`config.mk`:
```
export PLATFORM = sky130hd
export DESIGN_NAME = dual_sorted_queue_insert_remove_max_core
export DESIGN_NICKNAME = d
export VERILOG_FILES = /design/src/rtl/dsqirm_pkg.sv /design/src/rtl/dsqirm_cell.sv /design/src/rtl/dsqirm_list.sv /design/src/rtl/dual_sorted_queue_insert_remove_max_core.sv
export SDC_FILE = /design/constraint.sdc
export NUM_CORES = 1
export LEC_CHECK = 0
export ABC_AREA = 1
export BUFFER_PORTS_ARGS = -buffer_cell sky130_fd_sc_hd__buf_2
export CAP_MARGIN = 5
export CORE_MARGIN = 10
export CORE_UTILIZATION = 48
export CTS_BUF_LIST = sky130_fd_sc_hd__clkbuf_8
export DETAILED_ROUTE_END_ITERATION = 8
export PLACE_DENSITY = 0.59
export SYNTH_ARGS = -nofsm -noshare
export SYNTH_HDL_FRONTEND = slang
export SYNTH_HIERARCHICAL = 1
export SYNTH_SLANG_ARGS = --single-unit
```
`constraint.sdc`:
```
create_clock -name clk -period 3.27 [get_ports clk]
set_input_delay 0.327 -clock clk [delete_from_list [all_inputs] [get_ports clk]]
set_output_delay 0.327 -clock clk [all_outputs]
set_load 0.1 [all_outputs]
```
`src/rtl/dsqirm_pkg.sv`:
```
// Shared constants and types for the dual sorted queue block.
`default_nettype none

package dsqirm_pkg;

    localparam int LIST_CAPACITY_DEF = 16;
    localparam int VALUE_W           = 8;

    localparam logic OP_INSERT = 1'b0;
    localparam logic OP_REMOVE = 1'b1;

    // Per-cell control from the list to one cell of its row.
    typedef struct packed {
        logic ins;       // insert transaction accepted for this list, list not full
        logic occupied;  // cell index below the fill count
        logic at_tail;   // cell index equals the fill count
    } cell_ctrl_t;

endpackage

`default_nettype wire

```
`src/rtl/dsqirm_cell.sv`:
```
// One cell of a sorted row: holds a byte and shifts right on an insert.
`default_nettype none

module dsqirm_cell
    import dsqirm_pkg::*;
(
    input  wire logic               clk,
    input  wire cell_ctrl_t         ctrl,
    input  wire logic [VALUE_W-1:0] value_in,
    input  wire logic               left_gt,
    input  wire logic [VALUE_W-1:0] left_value,
    output logic                    gt,
    output logic [VALUE_W-1:0]      cell_value
);

    logic [VALUE_W-1:0] value_reg;
    logic [VALUE_W-1:0] value_next;

    assign gt         = ctrl.occupied && (value_reg > value_in);
    assign cell_value = value_reg;

    always_comb
    begin
        value_next = value_reg;
        if (ctrl.ins)
        begin
            if (left_gt)
                value_next = left_value;
            else if (gt || ctrl.at_tail)
                value_next = value_in;
        end
    end

    always_ff @(posedge clk)
    begin
        value_reg <= value_next;
    end

endmodule

`default_nettype wire

```
`src/rtl/dsqirm_list.sv`:
```
// One bounded ascending list: a row of cells plus its fill count.
`default_nettype none

module dsqirm_list
    import dsqirm_pkg::*;
#(
    parameter int CAPACITY = LIST_CAPACITY_DEF
)
(
    input  wire logic               clk,
    input  wire logic               rst_n,
    input  wire logic               op_en,
    input  wire logic               opcode,
    input  wire logic [VALUE_W-1:0] value,
    output logic [VALUE_W-1:0]      tail_value,
    output logic                    empty,
    output logic                    full
);

    localparam int CW = $clog2(CAPACITY + 1);

    logic [CW-1:0] count_reg;
    logic [CW-1:0] count_next;

    logic [CAPACITY-1:0]              gt_vec;
    logic [CAPACITY-1:0][VALUE_W-1:0] val_vec;
    cell_ctrl_t [CAPACITY-1:0]        ctrl_vec;

    logic do_ins;
    logic do_rem;

    assign empty  = (count_reg == '0);
    assign full   = (count_reg == CW'(CAPACITY));
    assign do_ins = op_en && (opcode == OP_INSERT) && !full;
    assign do_rem = op_en && (opcode == OP_REMOVE) && !empty;

    genvar i;
    generate
        for (i = 0; i < CAPACITY; i++)
        begin : g_cell
            logic               l_gt;
            logic [VALUE_W-1:0] l_val;

            assign ctrl_vec[i].ins      = do_ins;
            assign ctrl_vec[i].occupied = (CW'(i) < count_reg);
            assign ctrl_vec[i].at_tail  = (CW'(i) == count_reg);

            if (i == 0)
            begin : g_head
                assign l_gt  = 1'b0;
                assign l_val = '0;
            end
            else
            begin : g_body
                assign l_gt  = gt_vec[i-1];
                assign l_val = val_vec[i-1];
            end

            dsqirm_cell u_cell (
                .clk        (clk),
                .ctrl       (ctrl_vec[i]),
                .value_in   (value),
                .left_gt    (l_gt),
                .left_value (l_val),
                .gt         (gt_vec[i]),
                .cell_value (val_vec[i])
            );
        end
    endgenerate

    // Largest value sits in the cell just below the fill count.
    always_comb
    begin
        tail_value = '0;
        for (int k = 0; k < CAPACITY; k++)
        begin
            if (CW'(k + 1) == count_reg)
                tail_value = tail_value | val_vec[k];
        end
    end

    always_comb
    begin
        count_next = count_reg;
        if (do_ins)
            count_next = count_reg + CW'(1);
        else if (do_rem)
            count_next = count_reg - CW'(1);
    end

    always_ff @(posedge clk or negedge rst_n)
    begin
        if (!rst_n)
            count_reg <= '0;
        else
            count_reg <= count_next;
    end

endmodule

`default_nettype wire

```
`src/rtl/dual_sorted_queue_insert_remove_max_core.sv`:
```
// Top level: two sorted lists of bytes with insert and remove-largest transactions.
// The result is registered and appears in the cycle after the input transaction is accepted.
// Throughput: one transaction per cycle unless the input stalls; each list row updates all its cells together.
// Input stalls only while a result waits and the output side stalls.
// Reset (rst_n, async, active low) empties both lists and drops any pending result;
// cell contents are not cleared.
`default_nettype none

module dual_sorted_queue_insert_remove_max_core
    import dsqirm_pkg::*;
#(
    parameter int LIST_CAPACITY = LIST_CAPACITY_DEF
)
(
    input  wire logic               clk,
    input  wire logic               rst_n,
    input  wire logic               in_valid,
    output logic                    in_stall,
    input  wire logic               opcode,
    input  wire logic               list_select,
    input  wire logic [VALUE_W-1:0] value,
    output logic                    out_valid,
    input  wire logic               out_stall,
    output logic [VALUE_W-1:0]      removed_value,
    output logic                    was_empty,
    output logic                    was_full
);

    logic               accept;
    logic [1:0]         op_en;
    logic [1:0][VALUE_W-1:0] tail_value;
    logic [1:0]         empty;
    logic [1:0]         full;

    logic               out_valid_reg;
    logic               out_valid_next;
    logic [VALUE_W-1:0] removed_reg;
    logic               empty_reg;
    logic               full_reg;
    logic [VALUE_W-1:0] removed_next;
    logic               empty_next;
    logic               full_next;

    assign in_stall = out_valid_reg && out_stall;
    assign accept   = in_valid && !in_stall;
    assign op_en[0] = accept && !list_select;
    assign op_en[1] = accept && list_select;

    genvar j;
    generate
        for (j = 0; j < 2; j++)
        begin : g_list
            dsqirm_list #(
                .CAPACITY (LIST_CAPACITY)
            ) u_list (
                .clk        (clk),
                .rst_n      (rst_n),
                .op_en      (op_en[j]),
                .opcode     (opcode),
                .value      (value),
                .tail_value (tail_value[j]),
                .empty      (empty[j]),
                .full       (full[j])
            );
        end
    endgenerate

    always_comb
    begin
        removed_next = '0;
        empty_next   = 1'b0;
        full_next    = 1'b0;
        if (opcode == OP_REMOVE)
        begin
            if (empty[list_select])
                empty_next = 1'b1;
            else
                removed_next = tail_value[list_select];
        end
        else
        begin
            full_next = full[list_select];
        end
    end

    always_comb
    begin
        out_valid_next = out_valid_reg;
        if (accept)
            out_valid_next = 1'b1;
        else if (!out_stall)
            out_valid_next = 1'b0;
    end

    always_ff @(posedge clk or negedge rst_n)
    begin
        if (!rst_n)
            out_valid_reg <= 1'b0;
        else
            out_valid_reg <= out_valid_next;
    end

    always_ff @(posedge clk)
    begin
        if (accept)
        begin
            removed_reg <= removed_next;
            empty_reg   <= empty_next;
            full_reg    <= full_next;
        end
    end

    assign out_valid     = out_valid_reg;
    assign removed_value = removed_reg;
    assign was_empty     = empty_reg;
    assign was_full      = full_reg;

endmodule

`default_nettype wire

```
Word-level counts from Yosys, hierarchy flattened
Cells that the tools add are included.

storage, ports and cells
  bits of input ports = 14
  register bits after elaboration = 277
  output and inout port bits = 12
  word-level logic and storage cells = 427

cells by class
  $lt $le $gt $ge = 65
  mux-type cells = 105
  eq/ne operators = 35
  bitwise gates (word level) = 31
  reduce and logical (&&, ||, !) cells = 149
  add/sub/neg operators = 4

operators by type and width
  kind                                                                          number
  8-bit two-way mux                                                             94
  8-bit greater-than comparator                                                 32
  8-bit bitwise OR                                                              30
  4-bit by 5-bit equality test with 1-bit output, first input constant          16
  4-bit by 5-bit less-than comparator with 1-bit output, first input constant   16
  2-bit AND reduction                                                           32
  2-bit nonzero test                                                            32
  1-bit logical AND                                                             44
  3-bit by 5-bit equality test with 1-bit output, first input constant          8
  3-bit by 5-bit less-than comparator with 1-bit output, first input constant   8
  1-bit logical OR                                                              32
  2-bit by 5-bit equality test with 1-bit output, first input constant          4
  1-bit by 5-bit less-than comparator with 1-bit output, first input constant   4
  2-bit by 5-bit less-than comparator with 1-bit output, first input constant   4
  5-bit two-way mux                                                             4
  5-bit by 1-bit adder with 5-bit output, second input constant                 2
  1-bit by 5-bit equality test with 1-bit output, first input constant          2
  5-bit equality test, first input constant                                     2
  5-bit equality test, second input constant                                    2
  5-bit logical NOT                                                             2
  5-bit by 1-bit subtractor with 5-bit output, second input constant            2
  1-bit two-way mux                                                             7
  1-bit logical NOT                                                             6
  1-bit by 2-bit less-than comparator with 1-bit output, second input constant  1
  3 further kinds                                                               3

Depth between registers and ports, before layout
  depth in word-level cells = 34
  mapped depth = 17
  gate-level depth less buffers = 14

Modules after synthesis
Netlist, hierarchy kept.

by module, submodules not included
  module                                    sequential area each (sq um)  area an instance (sq um)  cells each  times used
  dsqirm_cell                               240.2                         566.8                     67          32
  dsqirm_list (g_list[1].u_list)            125.1                         2047.0                    391         1
  dsqirm_list (g_list[0].u_list)            125.1                         1986.9                    370         1
  dual_sorted_queue_insert_remove_max_core  325.3                         595.6                     76          1

Worst setup path after synthesis
Ideal clock, no wire load.

  kind = flip-flop to flip-flop
  start point = register out_valid_reg (netlist: out_valid)
  end point = register g_list[1].u_list.g_cell[0].u_cell.value_reg[0] (enable)
  clock period less this slack = 2.375 ns
  cell stages (with the launch flop) = 10
  data arrival time = 2.030 ns
  data required time = 2.925 ns
  setup time = 0.345 ns
  path buffers = 0
  setup slack = 0.895 ns
  cell sequence = dfrtp_1 -> nand2_1 -> nand2_1 -> nor2_1 -> inv_1 -> nor2_1 -> o21ai_4 -> inv_2 -> inv_1 -> a21oi_2

RTL lines
  what                    RTL line                                         source
  from (decl)             dual_sorted_queue_insert_remove_max_core.sv:35   logic out_valid_reg;
  from (signal assigned)  dual_sorted_queue_insert_remove_max_core.sv:100  out_valid_reg <= out_valid_next;
  to (signal assigned)    dsqirm_cell.sv:36                                value_reg <= value_next;
  to (decl)               dsqirm_cell.sv:16                                logic [VALUE_W-1:0] value_reg;

==> metrics.txt <==
Resize count post-CTS 0; fmax ~0.34 GHz; Final Cell Area between 20000 and 25000 um2; area grow syn2layout 9.379%; vias per inst around 5.4; Max Slew Vio Count 0; routed len/inst roughly 20 um; worst-path cell chain inv_1, ha_1, inv_1, nor2_4, nand2_1, nor2_1, nor2_1, nand2_1, nor2_1, nand2_1, nand2_1, inv_1, nor2_1, nor2_1; Net Sw Power ~6.7 mW; Die Area 56530 um2; Hold Vio Cnt, Final 0; leakage power around 12 nW; Total Wirelength between 70 and 80 mm; Yosys warning count 6; largest net degree at the start of global routing 65; dpl ws ~420 ps; WS Path Type flip-flop to flip-flop; reg-to-reg slack, setup roughly 320 ps; crit path capture type flip-flop; Final nets 3355; Clock power frac between 20% and 30%; launching point of the worst reg2reg path g_list[1].u_list/count_reg[1]; Reg2Reg Depth 14; Final period util between 90% and 100%; routability cong. ~1.1; Synth Cell Area 22760 um2; FILL cells 4615; CTS buffer count 53; max reg flops roughly 260; CTS H-Tree Depth 2; Sink Count roughly 280; peak supply drop between 0.0003 and 0.0004 V; Antenna Nets Post-Route 0; core area ~47000 um2; WHS about 82 ps; DRC viols 0; Post-Route Skew between 30 and 40 ps; Min-Delay Path Depth 3; cell family with most CP delay simple AND/OR/NAND/NOR gates; Initial Util around 49%; FP Rows 79; Endpoint, Worst Hold out_valid; fin crit period roughly 2900 ps; routed wl met2 29.66 mm; crit path DAT approximately 3500 ps; crit start category flip-flop; hold-fix buffers at CTS 1; commonest cells after routing, fill and taps aside nand2_1, inv_1, ha_1, edfxtp_1, o21ai_0; global route overflow 0; Relative slew margins between 50% and 60%; first-pass GRT wire length around 110 mm; routed length on met3 between 7 and 8 mm; share of cells above drive strength 1 between 10% and 20%; Pwr Density roughly 600 nW/um2; Post-DP HPWL roughly 57 mm; worst slew pin tran approximately 670 ps; antenna violations before repair 2; Crit-path slowest cell dfrtp_1; drt first pass iters 6; postcts setup bufs 0; port bufs 25; switching share of power 44.59%; Die X about 240 um; setup TNS 0 ps; Post-DP Area 23810 um2; WP buf/inv 3; Worst path most repeated cell nor2_1; clock-pin slew on the worst setup and hold paths 60 ps; final worst slack ~320 ps; I/O pin cnt 26; synthesized netlist cell count slightly below 3k; hold path startpoint out_stall; RSZ-0062 raised after global routing no; CTS tree built; worst reg2reg endpoint removed_value[6]; Root Driver clkbuf_8; Synth Area per Inst 7.640 um2; crit-path max FO 9; commonest non-fill, non-tap cell in the layout nand2_1; HP Class input port to flip-flop; Pint 8.322 mW; Max stage delay on crit path ~470 ps; Initial DRC Count roughly 1.8k; Clock Latency Late Sink between 600 and 700 ps; Die H about 240 um; top layer reached by signal wires met5; clk buf depth 3; sequential power share 32.2%; Comb power frac 44.1%; Worst Path Required 3790 ps; final setup fails 0; status completed; Tot GR Track Use roughly 26%; vias in the first global route around 19k; Metal-1 WL around 34 mm; Vias around 20k; max cap viols 0
## tightest hold or removal path, delay by kind of cell
family	cells	cell delay (ps)
AND/OR/NAND/NOR	2	290
buffers and inverters	1	70
## per-stage QoR
step	power [mW]	instances	util (%)
2_1_floorplan	9.472	3007	-
3_3_place_gp	11.30	3626	50.93
3_5_place_dp	11.37	3626	50.93
4_1_cts	14.95	3725	53.24
5_1_grt	15.94	3725	53.24
6_report	15.02	3726	53.24
## worst max-delay path by stage
stage,from,end,slack [ps],cells after the start
2_1_floorplan,out_valid,g_list[1].u_list/g_cell[15].u_cell/cell_value[0],890,9
3_3_place_gp,g_list[1].u_list/count_reg[1],removed_value[6],490,14
3_5_place_dp,g_list[1].u_list/count_reg[1],g_list[1].u_list/g_cell[5].u_cell/cell_value[1],420,7
4_1_cts,g_list[1].u_list/count_reg[1],g_list[1].u_list/g_cell[1].u_cell/cell_value[2],380,7
5_1_grt,g_list[1].u_list/count_reg[1],removed_value[6],200,14
6_report,g_list[1].u_list/count_reg[1],removed_value[6],320,14
## power groups by stage
stage	logic [mW]	clock network, mW	registers, mW
global route	7.29	3.78	4.87
detailed placement	6.46	0	4.91
floorplan	4.60	0	4.87
global placement	6.39	0	4.91
finish	6.62	3.56	4.84
CTS	6.48	3.62	4.84
## final cells by class
cell class	instances	area [um2]	area share [%]
Antenna cell	1	2.502	0.01005
Clock buffer	58	798.3	3.207
Clock inverter	40	271.5	1.091
Inverter	546	2069	8.313
Multi-Input combinational cell	2117	12090	48.56
Sequential cell	277	8263	33.19
Tap cell	607	759.5	3.051
Timing Repair Buffer	80	640.6	2.573
## routing by layer
layer	up-vias	GRT usage [%]
met4	2	7.885
met3	132	7.127
li1	9852	-
met2	773	37.21
met5	-	0
met1	9252	37.04
No activity file was read; power rests on OpenSTA's default activity.
